**config.mk**
```make
export PLATFORM = sky130hd
export DESIGN_NAME = fp32_to_fp8_narrow_convert
export DESIGN_NICKNAME = d
export VERILOG_FILES = /design/src/hw/rtl/f2f8_pkg.sv /design/src/hw/rtl/fp32_to_fp8_narrow_convert.sv
export SDC_FILE = /design/constraint.sdc
export NUM_CORES = 1
export LEC_CHECK = 0
export BUFFER_PORTS_ARGS = -buffer_cell sky130_fd_sc_hd__buf_2
export CORE_ASPECT_RATIO = 0.7
export CORE_MARGIN = 2
export CORE_UTILIZATION = 60
export CTS_CLUSTER_DIAMETER = 150
export DETAILED_ROUTE_END_ITERATION = 6
export PLACE_DENSITY = 0.8
export SYNTH_ARGS = -nofsm -noshare
export SYNTH_HDL_FRONTEND = slang
export SYNTH_SLANG_ARGS = --single-unit
export TNS_END_PERCENT = 5
```
**constraint.sdc**
```tcl
create_clock -name i_clk -period 12.32 [get_ports i_clk]
set_input_delay 0 -clock i_clk [delete_from_list [all_inputs] [get_ports i_clk]]
set_output_delay 0 -clock i_clk [all_outputs]
set_load 0.03 [all_outputs]
```
**src/hw/rtl/f2f8_pkg.sv**
```systemverilog
// Package: shared constants and types for the FP32 to FP8 converter.
package f2f8_pkg;
    localparam logic [7:0] C_NAN       = 8'h7F;
    localparam logic [6:0] C_E4_MAXMAG = 7'h7E;
    localparam logic [6:0] C_E5_INF    = 7'h7C;
    localparam logic [6:0] C_E5_MAXMAG = 7'h7B;
    localparam logic [0:0] C_REG_FORMAT   = 1'b0;
    localparam logic [0:0] C_REG_SATURATE = 1'b1;

    typedef struct packed {
        logic        nan;
        logic        ovf;
        logic        zero;
        logic        sign;
        logic        e5;
        logic        sat;
    } t_flags;
endpackage

```
**src/hw/rtl/fp32_to_fp8_narrow_convert.sv**
```systemverilog
// Top level: pipelined FP32 to FP8 (E4M3 / E5M2) converter with RNE rounding.
//
// Channels: s_axis carries one FP32 bit pattern per transfer in tdata[31:0];
// m_axis returns one FP8 byte per transfer in tdata[7:0]. A transfer happens
// on a rising edge with tvalid and tready both high.
// Configuration: i_cfg_we writes register i_cfg_idx (0 = target format,
// 1 = saturate) with i_cfg_wdata[0]; write only while the pipe is empty.
// Path: an input item passes through three register stages in order and is
// offered on m_axis from the third.
// Throughput: one item per cycle while m_axis_tready stays high, through the
// three-stage pipeline (decode/align, round, pack), one register per stage.
// Stall: when m_axis_tready is low a full output stage holds; s_axis_tready
// drops only when all three stages are full and the output is stalled, so
// earlier empty stages still fill (bubbles collapse).
// Reset (synchronous, active low): valid bits and config registers clear;
// format returns to E4M3, saturation off.
module fp32_to_fp8_narrow_convert (
    input  logic        i_clk,
    input  logic        i_rst_n,
    input  logic        i_cfg_we,
    input  logic        i_cfg_idx,
    input  logic        i_cfg_wdata,
    input  logic        s_axis_tvalid,
    output logic        s_axis_tready,
    input  logic [31:0] s_axis_tdata,   // [31:0] source_bits
    output logic        m_axis_tvalid,
    input  logic        m_axis_tready,
    output logic [7:0]  m_axis_tdata    // [7:0] fp8_bits
);
    import f2f8_pkg::*;

    logic r_fmt, r_sat;
    always_ff @(posedge i_clk) begin
        if (!i_rst_n) begin
            r_fmt <= 1'b0;
            r_sat <= 1'b0;
        end else if (i_cfg_we) begin
            if (i_cfg_idx == C_REG_FORMAT)   r_fmt <= i_cfg_wdata;
            if (i_cfg_idx == C_REG_SATURATE) r_sat <= i_cfg_wdata;
        end
    end

    // Per-stage enables: a stage advances when the next one can accept.
    logic r_v1, r_v2, r_v3;
    logic en3, en2, en1;
    assign en3 = !r_v3 || m_axis_tready;
    assign en2 = !r_v2 || en3;
    assign en1 = !r_v1 || en2;
    assign s_axis_tready = en1;

    // Stage 1: decode, pick shift amount, flag specials.
    logic [7:0]  e;
    logic [22:0] f;
    logic [8:0]  ebias;
    logic [1:0]  mb;
    logic [8:0]  s_sub;
    logic [5:0]  n_sh;
    t_flags      n_fl1;
    logic        sub;
    logic [7:0]  n_eb;
    always_comb begin
        e     = s_axis_tdata[30:23];
        f     = s_axis_tdata[22:0];
        mb    = r_fmt ? 2'd2 : 2'd3;
        ebias = {1'b0, e} + (r_fmt ? 9'd15 : 9'd7);
        sub   = ebias < 9'd128;
        s_sub = 9'd151 - ebias - {7'd0, mb};
        if (sub) n_sh = (s_sub >= 9'd32) ? 6'd32 : s_sub[5:0];
        else     n_sh = {4'd0, 2'd0} + (6'd23 - {4'd0, mb});
        // biased FP8 exponent for normal path
        n_eb = ebias[7:0] - 8'd127;
        n_fl1.nan  = (e == 8'hFF) && (f != 23'd0);
        n_fl1.ovf  = (e == 8'hFF) ||
                     ({1'b0, e} > (r_fmt ? 9'd142 : 9'd135));
        n_fl1.zero = (e == 8'd0);
        n_fl1.sign = s_axis_tdata[31];
        n_fl1.e5   = r_fmt;
        n_fl1.sat  = r_sat;
        if (sub) n_eb = 8'd0;
    end

    logic [23:0] r_m1;
    logic [5:0]  r_sh1;
    logic [7:0]  r_eb1;
    t_flags      r_fl1;
    always_ff @(posedge i_clk) begin
        if (!i_rst_n) r_v1 <= 1'b0;
        else if (en1) r_v1 <= s_axis_tvalid;
        if (en1) begin
            r_m1  <= {1'b1, f};
            r_sh1 <= n_sh;
            r_eb1 <= n_eb;
            r_fl1 <= n_fl1;
        end
    end

    // Stage 2: shift with round to nearest even.
    logic [23:0] q, rem, half, lmask;
    logic [23:0] n_q2;
    always_comb begin
        if (r_sh1 >= 6'd24) begin
            q = 24'd0; lmask = 24'hFFFFFF;
        end else begin
            q = r_m1 >> r_sh1[4:0]; lmask = (24'd1 << r_sh1[4:0]) - 24'd1;
        end
        rem  = r_m1 & lmask;
        half = (r_sh1 == 6'd0) ? 24'd0 :
               ((r_sh1 >= 6'd25) ? 24'hFFFFFF : (24'd1 << (r_sh1[4:0] - 5'd1)));
        // shift of 24: rem is m itself, half is 2^23
        if (r_sh1 == 6'd24) half = 24'h800000;
        n_q2 = q;
        if (r_sh1 != 6'd0 && r_sh1 <= 6'd24 &&
            (rem > half || (rem == half && q[0]))) n_q2 = q + 24'd1;
    end

    logic [4:0] r_q2;
    logic [7:0] r_eb2;
    t_flags     r_fl2;
    always_ff @(posedge i_clk) begin
        if (!i_rst_n) r_v2 <= 1'b0;
        else if (en2) r_v2 <= r_v1;
        if (en2) begin
            r_q2  <= n_q2[4:0];
            r_eb2 <= r_eb1;
            r_fl2 <= r_fl1;
        end
    end

    // Stage 3: assemble magnitude, apply overflow and special codes.
    logic [8:0] mag;
    logic [7:0] ovr, n_out;
    always_comb begin
        if (r_eb2 == 8'd0)
            mag = {4'd0, r_q2};
        else if (r_fl2.e5)
            mag = ({1'b0, r_eb2} << 2) + {4'd0, r_q2} - 9'd4;
        else
            mag = ({1'b0, r_eb2} << 3) + {4'd0, r_q2} - 9'd8;
        if (r_fl2.e5)
            ovr = {r_fl2.sign, r_fl2.sat ? C_E5_MAXMAG : C_E5_INF};
        else
            ovr = r_fl2.sat ? {r_fl2.sign, C_E4_MAXMAG} : C_NAN;
        if (r_fl2.nan)       n_out = C_NAN;
        else if (r_fl2.ovf)  n_out = ovr;
        else if (r_fl2.zero) n_out = {r_fl2.sign, 7'd0};
        else if (mag > {2'd0, r_fl2.e5 ? C_E5_MAXMAG : C_E4_MAXMAG}) n_out = ovr;
        else                 n_out = {r_fl2.sign, mag[6:0]};
    end

    logic [7:0] r_out;
    always_ff @(posedge i_clk) begin
        if (!i_rst_n) r_v3 <= 1'b0;
        else if (en3) r_v3 <= r_v2;
        if (en3) r_out <= n_out;
    end

    assign m_axis_tvalid = r_v3;
    assign m_axis_tdata  = r_out;

    a_hold: assert property (@(posedge i_clk) disable iff (!i_rst_n)
        r_v3 && !m_axis_tready |=> r_v3 && $stable(r_out))
        else $error("output changed under stall");
    a_ready: assert property (@(posedge i_clk) disable iff (!i_rst_n)
        !s_axis_tready |-> r_v1 && r_v2 && r_v3 && !m_axis_tready)
        else $error("input stalled with room in pipe");
    a_nan: assert property (@(posedge i_clk) disable iff (!i_rst_n)
        en3 && r_v2 && r_fl2.nan |=> r_out == C_NAN)
        else $error("NaN not mapped to canonical code");
endmodule
```
==> Word-level counts from Yosys, hierarchy flattened <==
Cells that the tools add are included.
{ "word_totals": {"ff_bits": 75, "inputBits": 39, "output_inout_bits": 10, "elab_cells": 90} }
{ "classes": {"addsub": 12, "order_cmp": 8, "n_eq_ne": 3, "shift": 3, "n_mux": 20, "bitwise": 2, "n_reduce_logical": 19} }
{ "ops": {"columns": ["op", "n"], "rows": [
  ["two-way mux 24 bit", 4],
  ["<< shifter 1 x 5 -> 24 bit (first input constant)", 2],
  ["two-way mux 8 bit", 5],
  ["AND 24 bit", 1],
  ["== test 24 bit", 1],
  ["> comparator 24 bit", 1],
  [">> shifter 24 x 5 -> 5 bit", 1],
  ["subtractor 24 x 1 -> 24 bit (second input constant)", 1],
  ["nonzero test 23 bit", 1],
  ["adder 9 x 5 -> 9 bit", 2],
  ["two-way mux 9 bit", 2],
  ["zero test 8 bit", 2],
  [">= comparator 6 x 5 -> 1 bit (second input constant)", 2],
  ["two-way mux 6 bit", 2],
  ["two-way mux 5 bit", 2],
  ["adder 8 x 4 -> 9 bit", 1],
  [">= comparator 9 x 6 -> 1 bit (second input constant)", 1],
  ["> comparator 9 x 7 -> 1 bit", 1],
  ["less-than comparator 9 x 8 -> 1 bit (second input constant)", 1],
  ["subtractor 8 x 9 -> 9 bit (first input constant)", 1],
  ["subtractor 9 x 2 -> 9 bit", 1],
  ["subtractor 9 x 3 -> 9 bit (second input constant)", 1],
  ["subtractor 9 x 4 -> 9 bit (second input constant)", 1],
  ["== test 8 bit (second input constant)", 1],
  ["other kinds (17)", 29]
]} }

==> Logic depth before layout (Yosys ltp) <==
{ "logic_depth": {"ltp_word": 10, "depth_mapped": 21, "depth_no_buf": 16} }

==> Least setup slack after synthesis <==
Ideal clock, no wire load.
{ "synth_path": {"kind": "register -> register", "from": "register r_sh1[1]", "to": "register r_q2[1] (data pin)", "setup_ns": 0.262, "arrival_time_ns": 4.096, "setup_slack_ns": 7.962, "stages_incl_launch_ff": 21, "path_buffers": 5, "period_less_slack_ns": 4.358, "cell_sequence": "edfxtp_1 buf_2 clkbuf_1 buf_2 clkbuf_1 nor2_1 nand3_1 ha_1 clkbuf_1 nand2_1 o21ai_0 a21oi_1 a21boi_0 ha_1 nand4_1 or4_1 a311oi_1 nor4b_1 a21boi_2 nand2_1 mux2_1"} }
{ "synth_via": {"elab_chain_len": 10} }
{ "synth_lines": {"columns": ["item", "line_no", "source"], "rows": [
  ["start, declared", "fp32_to_fp8_narrow_convert.sv:83", "logic [5:0] r_sh1;"],
  ["start signal, assigned", "fp32_to_fp8_narrow_convert.sv:91", "r_sh1 <= n_sh;"],
  ["parallel branches: the longest is 9 deep, another holds subtractor 24 x 1 -> 24 bit", null, null],
  ["two-way mux 5 bit *", "fp32_to_fp8_narrow_convert.sv:112", "if (r_sh1 != 6'd0 && r_sh1 <= 6'd24 &&"],
  ["via n_q2[1]", "fp32_to_fp8_narrow_convert.sv:99", "logic [23:0] n_q2;"],
  ["end signal, assigned", "fp32_to_fp8_narrow_convert.sv:123", "r_q2 <= n_q2[4:0];"],
  ["end, declared", "fp32_to_fp8_narrow_convert.sv:116", "logic [4:0] r_q2;"]
]} }
Mark *: on every way through the listed nets, which the timed path passes.
A chain may end at the register's enable or synchronous reset.

==> Final worst setup path <==
{ "layout_path": {"from": "register r_sh1[3]", "to": "register r_q2[1] (data pin)"} }
The elaborated chain is that of the path after synthesis.

==> flow_summary_export.csv <==
group,metric,value,unit
floorplan,die_area,11400,um2
route,routed-via-count,5562,
final_layout,final_core_util,70.1,%
worst_hold_path,holdCritStartpoint,"i_cfg_we",
logic_synthesis,synth_warnings,0,
logic_synthesis,synth-async-reset-ratio,0,%
grt,grt-ovfl-total,0,
power,p_per_area,128,nW/um2
logic_synthesis,synth_nets,751,
grt,grt_pass1_wl,27900,um
floorplan,start_util,61.4,%
clock_network,cts_resized,0,
logic_synthesis,synth_flop_cell,"edfxtp_1",
status,run_status,"finished clean",
sta,setup_viol,0,
clock_network,clk_pin_slew,0.05,ns
clock_network,clock_sinks,75,
logic_synthesis,syn_avg_cell_area,9.78,um2
sta,hold_viol,0,
grt,grt_pass1_vias,5278,
floorplan,core-area,10300,um2
final_layout,fill_cells,711,
place,dpl.hpwl,12200,um
grt,grt_max_degree,46,
grt,grt_usage,31.6,%
setup_path,r2r_start,"r_sh1[3]",
grt,antenna_found_initial,0,
power,ir_worst_vdd,104,uV
run,maxCapViolCount,0,
route,routedWlPerCell,21.5,um
route,first_pass_iters,5,
clock_network,cts_tree,"done",
sta,fin_crit_sh,39.8,%
sta,finalSetupTns,0,ns
final_layout,multi_input_area,3820,um2
power,leakagePower,2.97,nW
setup_path,required,12.39,ns
floorplan,ioPinCount,49,
sta,slew_headroom,24.6,%
logic_synthesis,synth_edf_count,70,
sta,skew,0.0143,ns
sta,timing.final.crit_period,4.91,ns
place,port_buffers,48,
sta,rsz0062_at_grt,"no",
logic_synthesis,syn_inst,648,
setup_path,cp_data_arrival_time,4.98,ns
sta,timing.fmax,204,MHz
final_layout,syn_to_final_growth,14.1,%
logic_synthesis,yosysUniqueCellTypes,76,
setup_path,crit_path_end_kind,"flip-flop",
logic_synthesis,syn_area,6340,um2
worst_hold_path,hp-class,"in2reg",
floorplan,fp.dieW,127,um
setup_path,crit_path_start_kind,"flip-flop",
final_layout,fin_nets,808,
setup_path,crit_fanout,35,
floorplan,die_y,90.0,um
clock_network,clock_latency,0.34,ns
sta,whs,0.0209,ns
logic_synthesis,ys_seq_area_share,34.7,%
final_layout,n_antenna_cell,0,
clock_network,cts_buffers,9,
logic_synthesis,synth.ff_latch_count,75,
clock_network,clk_path_buf_depth,2,
place,place.gp.congestion,0.968,
setup_path,critPathLaunch,"r_sh1[3]",
final_layout,ff_latch_area,2200,um2
clock_network,cts-root-buf,"clkbuf_16",
route,via_per_inst,6.61,
route,postRouteAntennaNets,0,
route,dr.first_iter.drc_count,764,
sta,maxSlewViolCount,0,
sta,tightest_slew,1.13,ns
floorplan,rows,31,
route,drt_wl_total,18100,um
route,drc_errors,0,
clock_network,cts_max_level,3,
final_layout,drive_above_1_share,14.5,%
setup_path,worstSetupPathType,"reg2reg",
-- where the power goes --
part	switching [mW]	internal [mW]	leakage (nW)
Sequential	0.0207	0.306	0.810
Clock	0.0995	0.177	0.151
Combinational	0.193	0.134	2.01
Total	0.313	0.616	2.97
-- placed cells by master (no fill, tap or decap), types with 4 or more instances in the layout --
master         Yosys  final
edfxtp_1          70     70
ha_1              62     62
nor2_1            54     54
buf_2              5     48
inv_1             44     44
a21oi_1           44     44
nand2_1           39     39
dlygate4sd3_1      0     29
o21ai_0           27     27
mux4_2            21     21
nor2b_1           17     17
nor3_1            15     15
a31oi_1           15     15
a21o_1            14     14
nand3_1           13     12
mux2i_1           12     12
a21boi_0          12     12
xnor2_1           10     10
nand4_1            9      9
o21a_1             9      9
clkbuf_16          0      9
xor2_1             7      7
nor4_1             7      7
a211oi_1           7      7
and3_1             6      6
o22ai_1            6      6
and2_1             5      5
nand2b_1           5      5
o211ai_1           5      5
dfxtp_1            5      5
buf_4              0      5
nor3b_1            4      4
-- state kept, by name, summed over array words and instances, names as in the netlist --
register and cells:
r_fl1 6, r_fmt 1, m_axis_tdata 8, r_m1 23
r_sh1 6, r_fl2 6, r_v1 1, r_sat 1
r_eb2 8, r_q2 5, r_v2 1, m_axis_tvalid 1
r_eb1 8
-- metrics by stage --
stage	cell area [um2]	cells	worst slack, ns	total power [mW]
after floorplan	6340	648	7.96	0.558
after global placement	6630	797	7.60	0.625
after detailed placement	6630	797	7.54	0.636
after CTS	7230	842	7.49	0.918
after global routing	7230	842	7.05	0.973
final	7230	842	7.41	0.929
-- final cells by class --
type | instances | share of cell area [%]
clock buffer | 11 | 3.22
clock inverter | 5 | 1.07
inverter | 45 | 2.34
multi-input combinational | 492 | 52.8
sequential | 75 | 30.4
tap | 132 | 2.28
timing repair buffer | 82 | 7.85
-- synthesized netlist by cell type (all sizes together) (4+ instances only) --
| cell type | count | area share [%] |
|---|---|---|
| xnor2 | 10 | 1.4 |
| mux2i | 12 | 1.9 |
| nor3b | 5 | 0.67 |
| nor2b | 17 | 1.7 |
| inv | 44 | 2.6 |
| nand4 | 9 | 0.89 |
| a21boi | 14 | 1.7 |
| a21o | 14 | 1.7 |
| mux4 | 21 | 7.5 |
| and2 | 6 | 0.63 |
| dfxtp | 5 | 1.6 |
| ha | 62 | 12 |
| clkbuf | 28 | 1.7 |
| nand3 | 13 | 1.0 |
| nor2 | 54 | 3.2 |
| and3 | 6 | 0.59 |
| edfxtp | 70 | 33 |
| nand2 | 39 | 2.3 |
| a211oi | 7 | 0.83 |
| o211ai | 5 | 0.59 |
| nor4 | 8 | 1.0 |
| or2 | 4 | 0.39 |
| xor2 | 9 | 1.5 |
| o21ai | 30 | 2.4 |
| o22ai | 6 | 0.59 |
| o21a | 9 | 1.1 |
| nand2b | 6 | 0.71 |
| buf | 8 | 0.81 |
| a31oi | 15 | 1.5 |
| nor3 | 15 | 1.2 |
| a21oi | 46 | 3.9 |
-- logic make-up (layout without fill, tap and decap cells) --
family / Yosys count / in the layout / synth area share, %
AOI/OAI and AO/OA: 174 / 174 / 18.0
xor gates and xnor gates: 19 / 19 / 2.86
adders and majority gates: 64 / 64 / 12.9
buffers and inverters: 81 / 143 / 5.13
DFF: 75 / 75 / 34.7
muxes: 36 / 36 / 9.89
and+or+nand+nor: 199 / 199 / 16.5
-- routing by layer --
layer / global-route usage [%] / share of wire, % / wire length, um
met1: 45.3 / 42 / 7660
met2: 48.2 / 45 / 8200
met3: 7.44 / 10 / 1820
met4: 8.79 / 2.3 / 421
met5: 0 / 0 / 0
-- critical path, stage by stage (launching register included) --
cell	delay [ns]
edfxtp_1	0.37
buf_4	0.26
nor2_1	0.63
nand2_1	0.13
ha_1	0.38
inv_1	0.26
o21ai_0	0.13
a221oi_1	0.34
nor2b_1	0.10
ha_1	0.29
nand4_1	0.13
or4_1	0.55
a311oi_1	0.26
nor4b_1	0.13
a21boi_2	0.26
nand2_1	0.09
mux2_1	0.32
-- path summary, 6_finish.rpt --
kind                            endpoint  slack, ns  depth (start not counted)
worst max-delay path             r_q2[1]       7.41                         16
worst min-delay path               r_fmt       0.02                          3
worst max register to register   r_q2[1]       7.41                         16
worst min register to register  r_fl2[4]       0.42                          0
-- repair_timing --
item / CTS / global route
buffers inserted: 0 / 0
setup endpoints to repair: 0 / 0
hold buffers: 29 / 0
endpoints found under the hold margin: 29 / 0
Power figures use the tool's default switching activity.
